===== config.mk =====
export PLATFORM = sky130hd
export DESIGN_NAME = mbox_from_quoting_filter_top_flat
export DESIGN_NICKNAME = d
export VERILOG_FILES = /design/src/mfq_pkg.sv /design/src/mfq_if.sv /design/src/mbox_from_quoting_filter_top.sv /design/src/mfq_step.sv /design/src/mfq_burst_buf.sv /design/src/flat_wrapper.sv
export SDC_FILE = /design/constraint.sdc
export NUM_CORES = 1
export LEC_CHECK = 0
export ABC_AREA = 1
export BUFFER_PORTS_ARGS = -buffer_cell sky130_fd_sc_hd__buf_4
export CELL_PAD_IN_SITES_DETAIL_PLACEMENT = 1
export CELL_PAD_IN_SITES_GLOBAL_PLACEMENT = 1
export CORE_ASPECT_RATIO = 0.8
export CORE_MARGIN = 1.5
export CORE_UTILIZATION = 45
export CTS_CLUSTER_DIAMETER = 30
export DETAILED_ROUTE_END_ITERATION = 6
export PLACE_DENSITY = 0.87
export REMOVE_ABC_BUFFERS = 1
export SETUP_SLACK_MARGIN = 0.2
export SLEW_MARGIN = 20
export SYNTH_ARGS = -nofsm -noshare
export SYNTH_HDL_FRONTEND = slang
export SYNTH_SLANG_ARGS = --single-unit

===== constraint.sdc =====
create_clock -name clk -period 14.4 [get_ports clk]
set_input_delay 2.88 -clock clk [delete_from_list [all_inputs] [get_ports clk]]
set_output_delay 2.88 -clock clk [all_outputs]
set_load 0.05 [all_outputs]

===== src/mfq_pkg.sv =====
// Package for the mbox "From " quoting filter.
// Holds line phase codes, character constants, the prefix table and the shared types.
// No dependencies.
package mfq_pkg;

  localparam logic [1:0] PH_START = 2'd0;  // at line start
  localparam logic [1:0] PH_DOT   = 2'd1;  // dot held at line start
  localparam logic [1:0] PH_FROM  = 2'd2;  // partial "From " held
  localparam logic [1:0] PH_MID   = 2'd3;  // inside a line

  localparam logic [7:0] NL_CH    = 8'h0A;
  localparam logic [7:0] DOT_CH   = 8'h2E;
  localparam logic [7:0] QUOTE_CH = 8'h3E;

  localparam logic [2:0] MARK_LEN  = 3'd5;
  localparam logic [2:0] HELD_MAX  = 3'd4;
  localparam int         BURST_MAX = 6;

  // Line filter state
  typedef struct packed {
    logic [1:0] phase;
    logic [2:0] match_len;
    logic       blank;
  } mfq_state_t;

  // Bytes one input byte turns into
  typedef struct packed {
    logic [BURST_MAX-1:0][7:0] bytes;
    logic [2:0]                count;
    logic                      is_end;  // burst closes the letter
    logic                      by_dot;  // closed by a lone dot line
  } mfq_burst_t;

  // "From " character at a given position
  function automatic logic [7:0] mark_byte(input logic [2:0] idx);
    logic [7:0] ch;
    case (idx)
      3'd0:    ch = 8'h46;
      3'd1:    ch = 8'h72;
      3'd2:    ch = 8'h6F;
      3'd3:    ch = 8'h6D;
      3'd4:    ch = 8'h20;
      default: ch = 8'h20;
    endcase
    return ch;
  endfunction

endpackage


===== src/mfq_if.sv =====
// Valid/ready channel interfaces for the quoting filter.
// mfq_in_if carries input bytes, mfq_out_if carries filtered bytes. No dependencies.
interface mfq_in_if;
  logic       valid;
  logic       ready;
  logic [7:0] in_byte;
  logic       end_marker;

  modport source (output valid, output in_byte, output end_marker, input ready);
  modport sink   (input valid, input in_byte, input end_marker, output ready);
endinterface

interface mfq_out_if;
  logic       valid;
  logic       ready;
  logic [7:0] out_byte;
  logic       last;
  logic       dot_ended;

  modport source (output valid, output out_byte, output last, output dot_ended,
                  input ready);
  modport sink   (input valid, input out_byte, input last, input dot_ended,
                  output ready);
endinterface


===== src/mbox_from_quoting_filter_top.sv =====
// Top level of the mbox "From " quoting filter with lone-dot letter terminator.
// Depends on mfq_pkg, mfq_if, mfq_step and mfq_burst_buf.
//
//  channel  | dir | payload                         | transfer when
//  ---------+-----+---------------------------------+--------------------
//  in_ch    | in  | in_byte[7:0], end_marker        | valid && ready
//  out_ch   | out | out_byte[7:0], last, dot_ended  | valid && ready
//
// One input transfer per cycle while out_ch is ready and bursts hold at most one
// byte; each input byte yields a burst of 0..6 output bytes held in a burst register
// and sent one per cycle while out_ch is ready, and input waits until it drains.
// in_ch.ready is high when the burst register is empty or about to send its
// final byte; a stalled out_ch holds the current byte and blocks new input.
// rst_n (synchronous) returns the filter to line start and empties the burst.
module mbox_from_quoting_filter_top
  import mfq_pkg::*;
(
  input  logic      clk,
  input  logic      rst_n,
  mfq_in_if.sink    in_ch,
  mfq_out_if.source out_ch
);

  mfq_state_t state_r, state_nxt;
  mfq_state_t step_nxt;
  mfq_burst_t burst;
  logic       can_load;
  logic       in_fire;

  assign in_ch.ready = can_load;
  assign in_fire     = in_ch.valid && can_load;

  // Line filter decision for the offered byte
  mfq_step u_step (
    .cur        (state_r),
    .in_byte    (in_ch.in_byte),
    .end_marker (in_ch.end_marker),
    .nxt        (step_nxt),
    .burst      (burst)
  );

  // Line state advances only on an input transfer
  assign state_nxt = in_fire ? step_nxt : state_r;

  always_ff @(posedge clk) begin
    if (!rst_n) begin
      state_r <= '0;
    end else begin
      state_r <= state_nxt;
    end
  end

  mfq_burst_buf u_buf (
    .clk       (clk),
    .rst_n     (rst_n),
    .load      (in_fire),
    .burst     (burst),
    .can_load  (can_load),
    .out_valid (out_ch.valid),
    .out_ready (out_ch.ready),
    .out_byte  (out_ch.out_byte),
    .out_last  (out_ch.last),
    .out_dot   (out_ch.dot_ended)
  );

endmodule


===== src/mfq_step.sv =====
// Per-byte filter step: next line state and the burst of output bytes.
// Depends on mfq_pkg.
module mfq_step
  import mfq_pkg::*;
(
  input  mfq_state_t cur,
  input  logic [7:0] in_byte,
  input  logic       end_marker,
  output mfq_state_t nxt,
  output mfq_burst_t burst
);

  logic [2:0] held;      // prefix bytes to flush, clamped to four
  logic       blank_eff;
  logic       match_ok;

  always_comb begin
    held      = cur.match_len[2] ? HELD_MAX : cur.match_len;
    blank_eff = (cur.phase == PH_FROM) ? 1'b0 : cur.blank;
    match_ok  = (cur.match_len < MARK_LEN) && (in_byte == mark_byte(cur.match_len));

    nxt          = cur;
    burst.bytes  = '0;
    burst.count  = 3'd0;
    burst.is_end = 1'b0;
    burst.by_dot = 1'b0;

    if (end_marker) begin
      // flushed prefix, then the closing newlines
      for (int i = 0; i < BURST_MAX; i++) begin
        burst.bytes[i] = (3'(i) < held && cur.phase == PH_FROM) ? mark_byte(3'(i)) : NL_CH;
      end
      burst.count  = ((cur.phase == PH_FROM) ? held : 3'd0)
                   + {2'b0, cur.phase != PH_START} + {2'b0, !blank_eff};
      burst.is_end = 1'b1;
      nxt          = '0;
    end else begin
      case (cur.phase)
        PH_START: begin
          if (in_byte == DOT_CH) begin
            nxt.phase = PH_DOT;
          end else if (in_byte == mark_byte(3'd0)) begin
            nxt.phase     = PH_FROM;
            nxt.match_len = 3'd1;
          end else begin
            burst.bytes[0] = in_byte;
            burst.count    = 3'd1;
            if (in_byte == NL_CH) begin
              nxt.blank = 1'b1;
            end else begin
              nxt.blank = 1'b0;
              nxt.phase = PH_MID;
            end
          end
        end
        PH_DOT: begin
          if (in_byte == NL_CH) begin
            // lone dot line ends the letter
            burst.bytes[0] = NL_CH;
            burst.count    = {2'b0, !cur.blank};
            burst.is_end   = 1'b1;
            burst.by_dot   = 1'b1;
            nxt            = '0;
          end else begin
            burst.bytes[0] = DOT_CH;
            burst.bytes[1] = in_byte;
            burst.count    = 3'd2;
            nxt.blank      = 1'b0;
            nxt.phase      = PH_MID;
          end
        end
        PH_FROM: begin
          if (match_ok) begin
            nxt.match_len = cur.match_len + 3'd1;
            if (cur.match_len == HELD_MAX) begin
              burst.bytes[0] = QUOTE_CH;
              for (int i = 1; i < BURST_MAX; i++) begin
                burst.bytes[i] = mark_byte(3'(i - 1));
              end
              burst.count   = 3'd6;
              nxt.match_len = 3'd0;
              nxt.blank     = 1'b0;
              nxt.phase     = PH_MID;
            end
          end else begin
            // mismatch: flush held prefix, then the byte
            for (int i = 0; i < BURST_MAX; i++) begin
              burst.bytes[i] = (3'(i) < held) ? mark_byte(3'(i)) : in_byte;
            end
            burst.count   = held + 3'd1;
            nxt.match_len = 3'd0;
            nxt.blank     = 1'b0;
            nxt.phase     = (in_byte == NL_CH) ? PH_START : PH_MID;
          end
        end
        default: begin
          burst.bytes[0] = in_byte;
          burst.count    = 3'd1;
          if (in_byte == NL_CH) nxt.phase = PH_START;
        end
      endcase
    end
  end

endmodule


===== src/mfq_burst_buf.sv =====
// Burst register and serializer: holds up to six bytes, sends one per transfer.
// Depends on mfq_pkg.
module mfq_burst_buf
  import mfq_pkg::*;
(
  input  logic       clk,
  input  logic       rst_n,
  input  logic       load,       // input transfer this cycle
  input  mfq_burst_t burst,
  output logic       can_load,
  output logic       out_valid,
  input  logic       out_ready,
  output logic [7:0] out_byte,
  output logic       out_last,
  output logic       out_dot
);

  logic [BURST_MAX-1:0][7:0] buf_r, buf_nxt;
  logic [2:0]                rem_r, rem_nxt;
  logic                      end_r, end_nxt;
  logic                      dot_r, dot_nxt;
  logic                      out_fire;

  assign out_valid = (rem_r != 3'd0);
  assign out_fire  = out_valid && out_ready;
  assign can_load  = (rem_r == 3'd0) || (rem_r == 3'd1 && out_ready);
  assign out_byte  = buf_r[0];
  assign out_last  = end_r && (rem_r == 3'd1);
  assign out_dot   = dot_r && (rem_r == 3'd1);

  always_comb begin
    buf_nxt = buf_r;
    rem_nxt = rem_r;
    end_nxt = end_r;
    dot_nxt = dot_r;
    if (load) begin
      buf_nxt = burst.bytes;
      rem_nxt = burst.count;
      end_nxt = burst.is_end;
      dot_nxt = burst.by_dot;
    end else if (out_fire) begin
      for (int i = 0; i < BURST_MAX - 1; i++) begin
        buf_nxt[i] = buf_r[i + 1];
      end
      rem_nxt = rem_r - 3'd1;
    end
  end

  always_ff @(posedge clk) begin
    buf_r <= buf_nxt;
    end_r <= end_nxt;
    dot_r <= dot_nxt;
    if (!rst_n) begin
      rem_r <= 3'd0;
    end else begin
      rem_r <= rem_nxt;
    end
  end

endmodule

===== src/flat_wrapper.sv =====
// flat-port wrapper written by rule: the top's interface ports become plain ports
module mbox_from_quoting_filter_top_flat import mfq_pkg::*;
  (clk, rst_n, in_ch_valid, in_ch_in_byte, in_ch_end_marker, in_ch_ready, out_ch_valid, out_ch_out_byte, out_ch_last, out_ch_dot_ended, out_ch_ready);
  mfq_in_if in_ch_i ();
  mfq_out_if out_ch_i ();
  input  logic clk;
  input  logic rst_n;
  input wire logic [$bits(in_ch_i.valid)-1:0] in_ch_valid;
  input wire logic [$bits(in_ch_i.in_byte)-1:0] in_ch_in_byte;
  input wire logic [$bits(in_ch_i.end_marker)-1:0] in_ch_end_marker;
  output wire logic [$bits(in_ch_i.ready)-1:0] in_ch_ready;
  output wire logic [$bits(out_ch_i.valid)-1:0] out_ch_valid;
  output wire logic [$bits(out_ch_i.out_byte)-1:0] out_ch_out_byte;
  output wire logic [$bits(out_ch_i.last)-1:0] out_ch_last;
  output wire logic [$bits(out_ch_i.dot_ended)-1:0] out_ch_dot_ended;
  input wire logic [$bits(out_ch_i.ready)-1:0] out_ch_ready;
  assign in_ch_i.valid = in_ch_valid;
  assign in_ch_i.in_byte = in_ch_in_byte;
  assign in_ch_i.end_marker = in_ch_end_marker;
  assign in_ch_ready = in_ch_i.ready;
  assign out_ch_valid = out_ch_i.valid;
  assign out_ch_out_byte = out_ch_i.out_byte;
  assign out_ch_last = out_ch_i.last;
  assign out_ch_dot_ended = out_ch_i.dot_ended;
  assign out_ch_i.ready = out_ch_ready;
  mbox_from_quoting_filter_top u_core (.clk(clk), .rst_n(rst_n), .in_ch(in_ch_i), .out_ch(out_ch_i));
endmodule

==> summary.txt <==
================================================================================
Status ............................................................ finished, final reports clean
Fraction of final layout cells with drive strength greater than 1 .        0.133
Post-cts repair resize count ......................................            0
Detailed-routing iteration count for the pre-antenna-repair pass ..            5
Number of global-route vias before repair .........................         3633
Ys async rst share ................................................            0
RD Place Congestion ...............................................        0.947
Most frequent CP cell .............................................        buf_4
Data arrival time at the worst-slack endpoint .....................      3400 ps
Clock-pin transition on the worst setup and hold timing paths .....        60 ps
Total of warnings raised by yosys .................................            0
Highest clock rate ................................................    0.159 GHz
Slew Limit Headroom ...............................................        0.312
Crit path max-delay family ........................................ buffers and inverters
Average routed wire per standard cell .............................      19.5 um
Final worst path period share .....................................        0.436
Wire length of the first global-routing pass ......................      19.5 mm
Number of buffer and inverter stages on the critical path .........            3
Distinct cell type count after synthesis ..........................           40
Lkg Pwr ...........................................................      1.86 nW
Remaining antenna violation count .................................            0
DRT iter0 DRCs ....................................................          456
Top Ports .........................................................           25
Clock root buffer .................................................     clkbuf_8
Path length in cells of the critical path .........................            4
Area of the die ...................................................   9170 sq um
Cell with the largest stage delay on the worst path ...............        buf_4
FP Rows ...........................................................           30
RSZ-0062 raised after global routing ..............................        false
Logic depth of the worst register-to-register path ................           10
Worst setup slack for register-to-register paths ..................     10880 ps
Share of synthesized area occupied by flip-flops and latches ......        0.435
Hold bufs inserted after CTS ......................................            0
Maximum resistive drop on vdd .....................................     0.139 mV
Total routed wirelength ...........................................      12.3 mm
Instance count after placement with tap cells included ............          614
Aggregate global routing overflow .................................            0
Final Net Count ...................................................          540
Biggest cell delay along the critical path ........................       220 ps
Hold_sp ........................................................... u_core.u_buf.rem_r[1]
Cell taking the most area after synthesis .........................     edfxtp_1
H-Tree Level Count ................................................            3
Power density of the placed cells .................................  228 nW/um^2
Critical Path Sink Type ........................................... primary output
Insertion delay to the later sink of the worst-skew pair ..........       350 ps
Number of antenna repair diodes ...................................            0
Gr usage total ....................................................        0.281
Setup Fix Bufs, Post-CTS ..........................................            0
Height of the die .................................................      85.9 um
Post-place setup slack ............................................      8130 ps
Layout area overhead ..............................................        11.2%
Cells traversed along the worst timing path ....................... buf_4, inv_1, o21ai_1, buf_4
Util after Layout .................................................        0.512
Top cells by area, synth .......................................... edfxtp_1 (39%), nand2_1 (12%), nor2_1 (5.9%), o21ai_0 (4.9%), dfxtp_1 (4.7%)
Syn Inst Count ....................................................          497
Startpoint kind of the worst setup timing path ....................    input pin
Clock Sink Count ..................................................           59
HPWL after DPL ....................................................      8.66 mm
Number of cells on the worst hold path ............................            2
Final cell count without fillers ..................................          629
CTS tree ..........................................................         done
Syn Std Cell Area .................................................   3870 sq um
Maximum count of clock buffers along a single path ................            2
Type of the tightest min-delay check .............................. register to register
Clock period minus final worst setup slack ........................      6280 ps
Setup Viol. Count Final ...........................................            0
FF+latch count, synth .............................................           59
Measured slew at the worst slew-check pin .........................      1030 ps
Synth Flop Type ...................................................     edfxtp_1
Number of buffers inserted during clock tree synthesis ............            9
Core Region .......................................................   8410 sq um
Worst Clk Skew ....................................................      11.2 ps
EDFF count, synth .................................................           50
Mapped Avg Cell Area ..............................................   7.78 sq um
Capturing point of the worst reg2reg path ......................... u_core.u_buf.out_byte[4]
DRC violation count after routing .................................            0
Via count .........................................................         3688
Maximum fanout along the worst path ...............................            2
Max-capacitance violation count ...................................            0
Critical path data required time ..................................     11520 ps
Type of the worst setup path ...................................... input pin to primary output
Worst setup margin ................................................      8120 ps
Starting density of the core ......................................        0.460
Top cell type's share of synthesized area .........................        0.388
Final count of hold timing violations .............................            0
IO Port Bufs ......................................................           24
Total negative slack ..............................................         0 ps
Reg-to-reg critical path startpoint ............................... u_core.u_buf.rem_r[0]
Endpoint with the worst hold slack ................................ u_core.u_buf.rem_r[1]
Maximum number of pins on one net before global-route repair ......           43
Antenna violations before repair ..................................            0
Vias per inst .....................................................         5.86
Width of the die ..................................................       107 um
Final Max Slew Viols ..............................................            0
================================================================================
-- synth_stat cells (all sizes together), types with 2 or more instances --
library cell	n
clkbuf	6
o211ai	4
xnor2	2
nor2	70
dfxtp	9
ha	14
nand2	134
o31ai	3
edfxtp	50
nand3	22
o21ai	47
nand4	6
a21oi	35
o22ai	4
nor3	9
inv	54
buf	16
a31oi	4
-- kinds of logic (layout without fill, tap and decap cells) --
family	count (synthesis)	after routing	synth area share
AND/OR/NAND/NOR	243	243	0.283
AO/OA/AOI/OAI	101	101	0.143
buffers and inverters	77	97	0.0870
flip-flops	59	59	0.435
adder cells (fa/ha/maj)	14	14	0.0453
XOR/XNOR	3	3	0.00679
-- layer usage --
metal,global-route usage,part of all wire,vias up
li1,-,-,1679
met1,0.393,0.43,1781
met2,0.443,0.46,198
met3,0.0486,0.090,30
met4,0.0897,0.017,0
met5,0,0,-
-- worst max path at each step --
stage	startpoint	end
2_1_floorplan	in_ch_valid	u_core.u_buf.rem_r[1]
3_3_place_gp	out_ch_ready	in_ch_ready
3_5_place_dp	out_ch_ready	in_ch_ready
4_1_cts	out_ch_ready	in_ch_ready
5_1_grt	out_ch_ready	in_ch_ready
6_report	out_ch_ready	in_ch_ready
-- stage by stage --
step                instance area, sq um  hold slack [ps]  power (mW)
floorplan                           3740              445       0.665
global placement                    4100              458       0.780
detailed placement                  4100              467       0.805
CTS                                 4300              477       0.975
global route                        4300              496        1.04
finish                              4300              475       0.980
-- final cells by class --
| class | instances | area (sq um) |
|---|---|---|
| inverter | 55 | 211 |
| multi-input combinational | 361 | 1860 |
| sequential | 59 | 1680 |
| clock buffer | 9 | 124 |
| timing repair buffer | 27 | 203 |
| clock inverter | 6 | 81.3 |
| tap | 112 | 140 |
| fill | 1075 | 4110 |
-- placed cells by master (no fill, tap or decap), drive strengths merged --
cell type  instances
o21a               1
nand3             22
xnor2              2
inv               54
nand4              6
o22a               1
xor2               1
clkinv             5
ha                14
edfxtp            50
nor2              70
a21oi             35
and2               1
dfxtp              9
o31ai              3
a211oi             1
o21ai             47
nor4               1
o211ai             4
bufinv             2
a32o               1
clkbuf             9
a31oi              4
buf               27
nand2            134
o22ai              4
nor3               9
-- flip-flops by register name (all words and copies together) (netlist names) --
register / cells
u_core.u_buf.end_r: 1
u_core.u_buf.dot_r: 1
u_core.u_buf.rem_r: 3
u_core.state_r: 6
u_core.u_buf.out_byte: 8
u_core.u_buf.buf_r: 40
-- tightest hold or removal path: cells and delay by family (launching register included) --
kind            cells  cell delay (ps)
flops               1              310
compound gates      1               60
simple gates        1               60
-- power breakdown --
group | total, mW | switching [mW] | internal (mW)
sequential | 0.339 | 0.0320 | 0.307
combinational | 0.476 | 0.345 | 0.131
clock | 0.165 | 0.0695 | 0.0953
total | 0.980 | 0.446 | 0.534
Note: power is estimated with default switching activity, not from simulation.
